### src/hdl/lbue_pkg.sv
package lbue_pkg;

	localparam int CHAR_W = 8;
	localparam logic [CHAR_W-1:0] CR_CODE = 8'h0D;
	localparam logic [CHAR_W-1:0] LOWER_A = 8'h61;
	localparam logic [CHAR_W-1:0] LOWER_Z = 8'h7A;
	localparam logic [CHAR_W-1:0] CASE_OFFSET = 8'h20;

	localparam int QDEPTH = 4;
	localparam int QPW = $clog2(QDEPTH);

	typedef struct packed {
		logic is_cr;
		logic [CHAR_W-1:0] chr;
	} cmd_t;

	typedef enum logic {
		BK_IDLE,
		BK_ECHO
	} back_state_t;

	function automatic logic [CHAR_W-1:0] to_upper(input logic [CHAR_W-1:0] c);
		logic [CHAR_W-1:0] r;
		r = c;
		if (c >= LOWER_A && c <= LOWER_Z) begin
			r = c - CASE_OFFSET;
		end
		return r;
	endfunction

endpackage

### src/hdl/lbue_ram.sv
module lbue_ram #(
	parameter int WIDTH = 8,
	parameter int DEPTH = 63,
	localparam int AW = (DEPTH > 1) ? $clog2(DEPTH) : 1
) (
	input  logic             clk,
	input  logic             we,
	input  logic [AW-1:0]    addr,
	input  logic [WIDTH-1:0] wdata,
	output logic [WIDTH-1:0] rdata
);

	logic [WIDTH-1:0] mem_q [DEPTH];

	always_ff @(posedge clk) begin
		if (we) begin
			mem_q[addr] <= wdata;
		end
		rdata <= mem_q[addr];
	end

endmodule

### src/hdl/lbue_front.sv
module lbue_front (
	input  logic                       clk,
	input  logic                       arst_n,
	input  logic                       push,
	output logic                       full,
	input  logic [lbue_pkg::CHAR_W-1:0] in_char,
	output logic                       cmd_valid,
	output lbue_pkg::cmd_t             cmd,
	input  logic                       cmd_pop
);

	import lbue_pkg::*;

	cmd_t           q_q [QDEPTH];
	logic [QPW-1:0] wr_ptr_q;
	logic [QPW-1:0] rd_ptr_q;
	logic [QPW:0]   cnt_q;
	logic           do_push;
	logic           do_pop;
	cmd_t           new_cmd;

	assign full      = (cnt_q == (QPW+1)'(QDEPTH));
	assign cmd_valid = (cnt_q != '0);
	assign cmd       = q_q[rd_ptr_q];
	assign do_push   = push && !full;
	assign do_pop    = cmd_pop && cmd_valid;

	always_comb begin
		new_cmd.is_cr = (in_char == CR_CODE);
		new_cmd.chr   = in_char;
	end

	always_ff @(posedge clk) begin
		if (do_push) begin
			q_q[wr_ptr_q] <= new_cmd;
		end
	end

	always_ff @(posedge clk or negedge arst_n) begin
		if (!arst_n) begin
			wr_ptr_q <= '0;
			rd_ptr_q <= '0;
			cnt_q    <= '0;
		end else begin
			if (do_push) begin
				wr_ptr_q <= wr_ptr_q + 1'b1;
			end
			if (do_pop) begin
				rd_ptr_q <= rd_ptr_q + 1'b1;
			end
			if (do_push && !do_pop) begin
				cnt_q <= cnt_q + 1'b1;
			end else if (!do_push && do_pop) begin
				cnt_q <= cnt_q - 1'b1;
			end
		end
	end

endmodule

### src/hdl/lbue_back.sv
module lbue_back #(
	parameter int LINE_CHARS = 63
) (
	input  logic                       clk,
	input  logic                       arst_n,
	input  logic                       cmd_valid,
	input  lbue_pkg::cmd_t             cmd,
	output logic                       cmd_pop,
	output logic                       empty,
	input  logic                       pop,
	output logic [lbue_pkg::CHAR_W-1:0] out_char,
	output logic                       last_of_line
);

	import lbue_pkg::*;

	localparam int CW = $clog2(LINE_CHARS + 1);
	localparam int AW = (LINE_CHARS > 1) ? $clog2(LINE_CHARS) : 1;

	back_state_t       state_q;
	back_state_t       state_d;
	logic [CW-1:0]     cnt_q;
	logic [CW-1:0]     idx_q;
	logic [CW-1:0]     len_q;
	logic              pend_s1;
	logic              pend_last_s1;
	logic              ram_we;
	logic [AW-1:0]     ram_addr;
	logic [CHAR_W-1:0] ram_rdata;
	logic              rd_issue;
	logic              room;
	logic              is_last;
	logic              has_space;

	logic [CHAR_W-1:0] ob_char_q [2];
	logic              ob_last_q [2];
	logic              ob_wr_q;
	logic              ob_rd_q;
	logic [1:0]        ob_occ_q;
	logic              ob_pop;

	assign has_space = (cnt_q < CW'(LINE_CHARS));
	assign is_last   = ((idx_q + 1'b1) == len_q);
	assign ob_pop    = pop && !empty;
	assign room      = ({1'b0, ob_occ_q} + {2'b00, pend_s1}) <= (3'd1 + {2'b00, ob_pop});

	always_comb begin
		state_d = state_q;
		case (state_q)
			BK_IDLE: begin
				if (cmd_valid && cmd.is_cr && cnt_q != '0) begin
					state_d = BK_ECHO;
				end
			end
			BK_ECHO: begin
				if (rd_issue && is_last) begin
					state_d = BK_IDLE;
				end
			end
			default: state_d = BK_IDLE;
		endcase
	end

	always_comb begin
		cmd_pop  = 1'b0;
		ram_we   = 1'b0;
		rd_issue = 1'b0;
		ram_addr = cnt_q[AW-1:0];
		case (state_q)
			BK_IDLE: begin
				cmd_pop = cmd_valid;
				ram_we  = cmd_valid && !cmd.is_cr && has_space;
			end
			BK_ECHO: begin
				rd_issue = room;
				ram_addr = idx_q[AW-1:0];
			end
			default: begin
				cmd_pop = 1'b0;
			end
		endcase
	end

	lbue_ram #(
		.WIDTH(CHAR_W),
		.DEPTH(LINE_CHARS)
	) u_ram (
		.clk  (clk),
		.we   (ram_we),
		.addr (ram_addr),
		.wdata(cmd.chr),
		.rdata(ram_rdata)
	);

	always_ff @(posedge clk or negedge arst_n) begin
		if (!arst_n) begin
			state_q      <= BK_IDLE;
			cnt_q        <= '0;
			idx_q        <= '0;
			len_q        <= '0;
			pend_s1      <= 1'b0;
			pend_last_s1 <= 1'b0;
		end else begin
			state_q      <= state_d;
			pend_s1      <= rd_issue;
			pend_last_s1 <= rd_issue && is_last;
			if (state_q == BK_IDLE && cmd_valid) begin
				if (cmd.is_cr) begin
					len_q <= cnt_q;
					idx_q <= '0;
					cnt_q <= '0;
				end else if (has_space) begin
					cnt_q <= cnt_q + 1'b1;
				end
			end
			if (rd_issue) begin
				idx_q <= idx_q + 1'b1;
			end
		end
	end

	always_ff @(posedge clk) begin
		if (pend_s1) begin
			ob_char_q[ob_wr_q] <= to_upper(ram_rdata);
			ob_last_q[ob_wr_q] <= pend_last_s1;
		end
	end

	always_ff @(posedge clk or negedge arst_n) begin
		if (!arst_n) begin
			ob_wr_q  <= 1'b0;
			ob_rd_q  <= 1'b0;
			ob_occ_q <= '0;
		end else begin
			if (pend_s1) begin
				ob_wr_q <= !ob_wr_q;
			end
			if (ob_pop) begin
				ob_rd_q <= !ob_rd_q;
			end
			if (pend_s1 && !ob_pop) begin
				ob_occ_q <= ob_occ_q + 1'b1;
			end else if (!pend_s1 && ob_pop) begin
				ob_occ_q <= ob_occ_q - 1'b1;
			end
		end
	end

	assign empty        = (ob_occ_q == '0);
	assign out_char     = ob_char_q[ob_rd_q];
	assign last_of_line = ob_last_q[ob_rd_q];

endmodule

### src/hdl/line_buffer_uppercase_echo.sv
// A line echo runs through the echo state, the registered store read and the output buffer.
// Throughput: the input queue takes one request per cycle while not full and the line store absorbs one
// character per cycle while idle; an echo delivers one character per cycle while pop is held.
// Input requests wait in the four-entry command queue while a line is being echoed.
// Reset clears the queues, the character count and the control state; the store is not cleared.
module line_buffer_uppercase_echo #(
	parameter int LINE_CHARS = 63
) (
	input  logic                       clk,
	input  logic                       arst_n,
	input  logic                       push,
	output logic                       full,
	input  logic [lbue_pkg::CHAR_W-1:0] in_char,
	output logic                       empty,
	input  logic                       pop,
	output logic [lbue_pkg::CHAR_W-1:0] out_char,
	output logic                       last_of_line
);

	import lbue_pkg::*;

	logic cmd_valid;
	logic cmd_pop;
	cmd_t cmd;

	lbue_front u_front (
		.clk      (clk),
		.arst_n   (arst_n),
		.push     (push),
		.full     (full),
		.in_char  (in_char),
		.cmd_valid(cmd_valid),
		.cmd      (cmd),
		.cmd_pop  (cmd_pop)
	);

	lbue_back #(
		.LINE_CHARS(LINE_CHARS)
	) u_back (
		.clk         (clk),
		.arst_n      (arst_n),
		.cmd_valid   (cmd_valid),
		.cmd         (cmd),
		.cmd_pop     (cmd_pop),
		.empty       (empty),
		.pop         (pop),
		.out_char    (out_char),
		.last_of_line(last_of_line)
	);

endmodule

### config.mk
export PLATFORM = sky130hd
export DESIGN_NAME = line_buffer_uppercase_echo
export DESIGN_NICKNAME = d
export VERILOG_FILES = /design/src/hdl/lbue_pkg.sv /design/src/hdl/lbue_ram.sv /design/src/hdl/lbue_front.sv /design/src/hdl/lbue_back.sv /design/src/hdl/line_buffer_uppercase_echo.sv
export SDC_FILE = /design/constraint.sdc
export NUM_CORES = 1
export LEC_CHECK = 0
export BUFFER_PORTS_ARGS = -buffer_cell sky130_fd_sc_hd__clkbuf_2
export CAP_MARGIN = 30
export CORE_ASPECT_RATIO = 1.75
export CORE_MARGIN = 4
export CORE_UTILIZATION = 55
export CTS_CLUSTER_SIZE = 16
export DETAILED_ROUTE_END_ITERATION = 7
export MAX_ROUTING_LAYER = met4
export PLACE_DENSITY = 0.76
export SLEW_MARGIN = 25
export SYNTH_ARGS = -nofsm -noshare
export SYNTH_HDL_FRONTEND = slang
export SYNTH_SLANG_ARGS = --single-unit
export TNS_END_PERCENT = 100
### constraint.sdc
create_clock -name clk -period 7.9 [get_ports clk]
set_input_delay 1.58 -clock clk [delete_from_list [all_inputs] [get_ports clk]]
set_output_delay 1.58 -clock clk [all_outputs]
set_load 0.02 [all_outputs]
## Word-level counts from Yosys, hierarchy flattened

Memory sizes are Yosys's and may differ from the RTL's. A register that Yosys moved wholly into a read port is not among the register bits.
Cells that the tools add are included.

| operators by class | value |
|---|---|
| add/subtract/negate cells | 11 |
| equal/unequal tests | 3 |
| order comparisons | 4 |
| reduce and logical (&&, ||, !) cells | 34 |
| bitwise gates (word level) | 1 |
| mux-type cells | 24 |

Operators by type and width:

| operator | count |
|---|---|
| 6-bit 2-to-1 mux | 6 |
| 8-bit 2-to-1 mux | 2 |
| 1-bit logical AND | 14 |
| 6-bit by 1-bit adder with 6-bit output, second input constant | 2 |
| 1-bit 2-to-1 mux | 11 |
| 2-bit nonzero test | 5 |
| 1-bit zero test | 9 |
| 8-bit by 4-bit == test with 1-bit output, second input constant | 1 |
| 8-bit by 7-bit >= comparator with 1-bit output, second input constant | 1 |
| 8-bit by 7-bit less-or-equal comparator with 1-bit output, second input constant | 1 |
| 8-bit by 6-bit subtractor with 8-bit output, second input constant | 1 |
| 2-bit by 1-bit adder with 2-bit output, second input constant | 3 |
| 6-bit == test | 1 |
| 6-bit less-than comparator, second input constant | 1 |
| 3-bit 2-to-1 mux | 2 |
| 2-bit AND reduction | 3 |
| 6-bit nonzero test | 1 |
| 2-bit 2-to-1 mux | 2 |
| 2-bit by 1-bit adder with 3-bit output | 1 |
| 3-bit by 1-bit adder with 3-bit output, second input constant | 1 |
| 3-bit == test, second input constant | 1 |
| 3-bit less-or-equal comparator | 1 |
| 3-bit nonzero test | 1 |
| 3-bit by 1-bit subtractor with 3-bit output, second input constant | 1 |
| 5 further kinds | 5 |

| word-level totals | value |
|---|---|
| logic and storage cells | 93 |
| register bits after elaboration | 32 |
| memories kept | 4 |
| output and inout port bits | 11 |
| input port bits | 12 |
| bits in writable memories | 558 |

Memory list:

| memory | words | width | read ports | clocked after Yosys merged registers in | wr ports | RTL line | source |
|---|---|---|---|---|---|---|---|
| u_back.u_ram.mem_q | 63 | 8 | 1 | 1 | 1 | lbue_ram.sv:13 | `logic [WIDTH-1:0] mem_q [DEPTH];` |
| u_front.q_q | 4 | 9 | 1 | 0 | 1 | lbue_front.sv:14 | `cmd_t q_q [QDEPTH];` |
| u_back.ob_char_q | 2 | 8 | 1 | 0 | 1 | lbue_back.sv:35 | `logic [CHAR_W-1:0] ob_char_q [2];` |
| u_back.ob_last_q | 2 | 1 | 1 | 0 | 1 | lbue_back.sv:36 | `logic ob_last_q [2];` |

## Logic depth before layout (Yosys ltp)

| logic depth | value |
|---|---|
| depth after elaboration | 9 |
| mapped depth | 11 |
| depth with buffers taken out | 9 |

## Cells and area by module

A second synthesis with hierarchy kept.

| unflattened totals | value |
|---|---|
| cell total of the unflattened synthesis | 1,451 |
| area, all modules | 23,943.0 µm² |

By module, submodules not included:

| module | area an instance (µm²) | seq. area each (µm²) | cells an instance | instances |
|---|---|---|---|---|
| lbue_ram | 20,036.7 | 15,294.7 | 1,182 | 1 |
| lbue_back | 2,149.6 | 1,166.1 | 184 | 1 |
| lbue_front | 1,756.7 | 1,256.2 | 85 | 1 |

## Worst setup path before layout

OpenSTA, ideal clock, no wires.

| path | value |
|---|---|
| path kind | in2reg |
| start | in pop |
| end | reg u_back.idx_q[5] |
| library setup time | 0.138 ns |
| data arrival time | 3.407 ns |
| cell stages on the path | 9 |
| required time | 7.762 ns |
| path buffers | 0 |
| slack | 4.355 ns |
| cell sequence | o21ai_0 -> inv_1 -> fa_1 -> o31a_1 -> o21ai_1 -> inv_1 -> a21bo_2 -> nand2_1 -> o31ai_1 |

| between the ends | value |
|---|---|
| cells in the longest elaborated chain, start to end | 6 |
| elaborated cells between the ends (all ways) | 8 |
| classes of those cells | 1 x add/sub; 1 x order compare; 2 x mux; 4 x reduce/logical |

RTL lines:

| item | RTL line | source |
|---|---|---|
| from (decl) | line_buffer_uppercase_echo.sv:15 | `input logic pop,` |
| 1-bit logical AND (*) | lbue_back.sv:44 | `assign ob_pop = pop && !empty;` |
| named net u_back.ob_pop | lbue_back.sv:40 | `logic ob_pop;` |
| 1-bit by 1-bit adder with 2-bit output (*) | lbue_back.sv:45 | `assign room = ({1'b0, ob_occ_q} + {2'b00, pend_s1}) <= (3'd1 + {2'b00, ob_pop});` |
| 3-bit less-or-equal comparator (*) | lbue_back.sv:45 |  |
| 1-bit 2-to-1 mux (*) | lbue_back.sv:69 | `case (state_q)` |
| named net u_back.rd_issue | lbue_back.sv:30 | `logic rd_issue;` |
| 2-bit nonzero test (no line) | n/a |  |
| 2-bit AND reduction (no line) | n/a |  |
| to (signal assigned) | lbue_back.sv:117 | `idx_q <= idx_q + 1'b1;` |
| to (decl) | lbue_back.sv:23 | `logic [CW-1:0] idx_q;` |

Mark *: on every way through the listed nets, which the timed path passes. The rest lies on a longest branch.
A chain may end at the register's enable or synchronous reset.

## Final worst setup path

| path | value |
|---|---|
| start | reg u_back.state_q |
| end | mem u_back.u_ram.mem_q[48][0] (enable) |

| between the ends | value |
|---|---|
| cells in the longest elaborated chain, start to end | 3 |
| elaborated cells between the ends (all ways) | 4 |
| classes of those cells | 4 x mux |

RTL lines:

| item | RTL line | source |
|---|---|---|
| from (decl) | lbue_back.sv:20 | `back_state_t state_q;` |
| from (signal assigned) | lbue_back.sv:104 | `state_q <= state_d;` |
| 1-bit 2-to-1 mux | lbue_back.sv:69 |  |
| 1-bit 2-to-1 mux | lbue_ram.sv:16 | `if (we) begin` |
| 1-bit 2-to-1 mux (implied by the code) | lbue_ram.sv:17 | `mem_q[addr] <= wdata;` |
| to (decl) | lbue_ram.sv:13 |  |

Several ways; a longest one is shown, not always the timed one.

==> results.sh <==
export IMPL_outcome="finished, final reports clean"
export IMPL_globalRoute_totalOverflow=0
export IMPL_die_width_um=162
export IMPL_grt_antenna_before_repair=0
export IMPL_drt_wirelength_per_cell_um=27.8
export IMPL_cts_made_buffers=47
export IMPL_placeableCoreArea_mm2=0.0408
export IMPL_irDropWorstVdd_mv=0.222
export IMPL_cts_hold_buffers=0
export IMPL_synth_area_mm2=0.0228
export IMPL_worst_hold_startpoint="u_back.u_ram.rdata[3]$_DFF_P_"
export IMPL_synth_ff_type="sky130_fd_sc_hd__edfxtp_1"
export IMPL_drv_max_cap_violation_count=0
export IMPL_clock_root_buffer="sky130_fd_sc_hd__clkbuf_16"
export IMPL_ys_async_sr_fraction_pct=5.35
export IMPL_grt_total_usage_pct=24.7
export IMPL_io_buffers=22
export IMPL_multiInputGateArea_mm2=0.00466
export IMPL_synth_seq_area_share_pct=77.9
export IMPL_gp_congestion=0.904
export IMPL_die_area_mm2=0.0448
export IMPL_setup_viol_count_final=0
export IMPL_route_final_wire_length_mm=53.9
export IMPL_clk_transition_reported_paths_ns=0.07
export IMPL_die_h_um=277
export IMPL_cts_sinks=598
export IMPL_layout_drive_gt1_share_pct=11.0
export IMPL_synth_enable_flop_cells=558
export IMPL_detail_route_first_pass_iterations=5
export IMPL_yosys_cell_types_count=65
export IMPL_fin_setup_tns_ns=0
export IMPL_min_delay_path_class="flop to flop"
export IMPL_power_static_leakage_nw=7.65
export IMPL_n_antenna_cell=0
export IMPL_grt_first_pass_wirelength_mm=80.4
export IMPL_synth_area_per_cell_um2=17.1
export IMPL_grt_setup_unrepaired="no"
export IMPL_timing_critical_path_mode_cell="sky130_fd_sc_hd__buf_4"
export IMPL_cts_setup_buffers=0
export IMPL_final_nets=1376
export IMPL_post_route_drc_count=0
export IMPL_clock_path_buffers=3
export IMPL_worstHoldEndpoint="u_back.ob_char_q[0][3]$_DFFE_PP_"
export IMPL_worstPathArrival_ns=4.30
export IMPL_synthMostInstantiatedCell="sky130_fd_sc_hd__edfxtp_1"
export IMPL_dpl_hpwl_mm=33.7
export IMPL_route_vias_total=12700
export IMPL_layout_min_cycle_time_ns=4.10
export IMPL_buffers_plus_inverters_on_the_worst_setup_path=2
export IMPL_worst_r2r_setup_slack_ns=3.80
export IMPL_initial_core_util_pct=55.7
export IMPL_htree_num_levels=2
export IMPL_path_delay_family="simple AND/OR/NAND/NOR gates"
export IMPL_cellPowerDensity_mw_per_mm2=366
export IMPL_drtIter0Drc=1650
export IMPL_yosys_register_bits=598
export IMPL_detailed_place_area_mm2=0.0234
export IMPL_final_period_utilization_pct=51.9
export IMPL_floorplan_rows=98
export IMPL_finalHoldViolations=0
export IMPL_first_global_vias=12800
export IMPL_clock_latency_ns=0.58
export IMPL_finalInstanceArea_mm2=0.0248
export IMPL_sequential_cell_area_mm2=0.0177
export IMPL_yosys_area_top_type_share_pct=73.6
export IMPL_top_cell_type_by_total_area_after_synthesis="sky130_fd_sc_hd__edfxtp_1"
export IMPL_required_time_worst_endpoint_ns=8.11
export IMPL_cpMaxStageDelayCell="sky130_fd_sc_hd__nor4b_2"
export IMPL_drt_antenna_violating_nets=0
export IMPL_crit_path_end_kind="flop"
export IMPL_cts_tree="yes"
export IMPL_reg2regPathDepth=6
export IMPL_worstPathCellList="buf_4 > nor4b_2 > or2_2 > buf_4 > nand2_1 > nor2_1"
export IMPL_worst_path_max_fanout=34
export IMPL_cpPeakStageDelay_ns=0.84
export IMPL_crit_reg2reg_capture="u_back.u_ram.mem_q[48][0]$_DFFE_PP_"
export IMPL_synth_top_cells_by_area="sky130_fd_sc_hd__edfxtp_1 (74%), sky130_fd_sc_hd__a22oi_1 (6.8%), sky130_fd_sc_hd__dfrtp_1 (3.5%)"
export IMPL_fill_cells=2876
export IMPL_reg2reg_from="u_back.state_q$_DFF_PN0_"
export IMPL_hold_path_depth=0
export IMPL_finClkSkew_ns=0.0152
export IMPL_timing_max_transition_violations_final=0
export IMPL_route_detailed_vias_per_inst=6.56
export IMPL_area_growth_syn_to_layout_pct=8.97
export IMPL_timing_critical_path_from_type="flop"
export IMPL_synth_top_cells_by_count="sky130_fd_sc_hd__edfxtp_1 (558), sky130_fd_sc_hd__a22oi_1 (205), sky130_fd_sc_hd__nor2_1 (86), sky130_fd_sc_hd__nand2_1 (50), sky130_fd_sc_hd__clkbuf_1 (46)"
export IMPL_yosysWarnings=0
export IMPL_syn_num_nets=1359
export IMPL_postCtsResizedCells=0
export IMPL_ioPinCount=23
export IMPL_worstMarginPinSlew_ns=1.00
export IMPL_clock_fmax_mhz=244
export IMPL_synth_cells=1332
export IMPL_critical_path_class="flop to flop"
export IMPL_grt_start_max_net_pins=64
export IMPL_maxSlewHeadroom_pct=31.4
-- per-layer routing --
metal | wire, µm | vias to the layer above | track usage (%)
met4 | 3460 | 0 | 13.3
met1 | 18100 | 6409 | 28.0
met5 | 0 | - | -
met3 | 3990 | 159 | 3.60
li1 | - | 5450 | -
met2 | 28300 | 677 | 42.1
-- stage by stage --
stage	power, mW	hold WS (ns)	std cells	util, %	setup WS (ns)
global placement	6.88	0.456	1850	57.4	3.96
global route	9.43	0.521	1935	60.7	3.57
finish	9.08	0.487	1935	60.7	3.80
floorplan	5.98	0.420	1332	-	4.36
CTS	9.08	0.485	1935	60.7	3.86
detailed placement	6.96	0.470	1850	57.4	3.88
-- registers in the layout, indices dropped and copies added, names as in the netlist, 2 cells and up --
name                flops
u_back.ob_char_q       16
u_back.ob_occ_q         2
u_back.u_ram.rdata      8
u_back.u_ram.mem_q    504
u_back.idx_q            6
u_back.len_q            6
u_back.cnt_q            6
u_front.wr_ptr_q        2
u_front.q_q            36
u_back.ob_last_q        2
u_front.cnt_q           3
u_front.rd_ptr_q        2
-- logic make-up (layout without fill, tap and decap cells) --
kind of cell / Yosys count / in the layout / synth area share, %
DFF: 598 / 598 / 77.9
AOI/OAI and AO/OA: 360 / 360 / 12.1
and+or+nand+nor: 203 / 203 / 4.31
buffers and inverters: 96 / 149 / 1.76
muxes: 35 / 35 / 2.13
xor gates and xnor gates: 25 / 25 / 0.962
adders and majority gates: 15 / 15 / 0.891
-- layout by cell type (no fill, tap or decap), types with 4 or more instances in the layout --
master                        n
sky130_fd_sc_hd__edfxtp_1   558
sky130_fd_sc_hd__o21ai_0     13
sky130_fd_sc_hd__ha_1        13
sky130_fd_sc_hd__a41o_1       4
sky130_fd_sc_hd__mux2i_1      8
sky130_fd_sc_hd__nor4_1      13
sky130_fd_sc_hd__clkinv_2    12
sky130_fd_sc_hd__nand2_1     49
sky130_fd_sc_hd__mux4_2       9
sky130_fd_sc_hd__inv_1       19
sky130_fd_sc_hd__dfrtp_1     32
sky130_fd_sc_hd__mux2_2      17
sky130_fd_sc_hd__nor2_1      86
sky130_fd_sc_hd__nor3b_1      4
sky130_fd_sc_hd__nand3_1      9
sky130_fd_sc_hd__a22oi_1    205
sky130_fd_sc_hd__dfxtp_1      8
sky130_fd_sc_hd__o21a_1      24
sky130_fd_sc_hd__buf_4       23
sky130_fd_sc_hd__nand4_1      6
sky130_fd_sc_hd__clkinv_1    11
sky130_fd_sc_hd__xor2_1      10
sky130_fd_sc_hd__a41oi_1     37
sky130_fd_sc_hd__and2_1       6
sky130_fd_sc_hd__a21oi_1      7
sky130_fd_sc_hd__clkbuf_16   48
sky130_fd_sc_hd__clkbuf_2    22
sky130_fd_sc_hd__xnor2_1     15
sky130_fd_sc_hd__a31oi_1     17
sky130_fd_sc_hd__a31o_2       7
sky130_fd_sc_hd__a222oi_1     7
sky130_fd_sc_hd__a2111oi_0    9
sky130_fd_sc_hd__clkbuf_1    10
-- where the power goes --
group          leakage [nW]  internal, mW  total (mW)  switching (mW)
Clock                 0.679          1.12        2.16            1.04
Sequential             5.51          4.22        4.40           0.174
Combinational          1.46         0.703        2.52            1.82
Total                  7.65          6.04        9.08            3.03
-- final cells by class --
cell class	count	share of cell area [%]
inverters	19	0.288
clock buffers	58	5.00
well taps	550	2.78
clock inverters	27	0.550
multi-input cells	638	18.8
repair buffers	45	1.14
flip-flops and latches	598	71.5
-- worst max-delay path by stage --
| stage | depth (start not counted) | slack [ns] | startpoint | to |
|---|---|---|---|---|
| after detailed placement | 6 | 3.88 | u_back.state_q$_DFF_PN0_ | u_back.u_ram.mem_q[32][6]$_DFFE_PP_ |
| after CTS | 6 | 3.86 | u_back.state_q$_DFF_PN0_ | u_back.u_ram.mem_q[48][6]$_DFFE_PP_ |
| final | 6 | 3.80 | u_back.state_q$_DFF_PN0_ | u_back.u_ram.mem_q[48][0]$_DFFE_PP_ |
| after global placement | 6 | 3.96 | u_back.state_q$_DFF_PN0_ | u_back.u_ram.mem_q[48][6]$_DFFE_PP_ |
| after floorplan | 9 | 4.36 | pop | u_back.idx_q[5]$_DFFE_PN0P_ |
| after global routing | 6 | 3.57 | u_back.state_q$_DFF_PN0_ | u_back.u_ram.mem_q[48][3]$_DFFE_PP_ |
No activity file was read; power rests on OpenSTA's default activity.
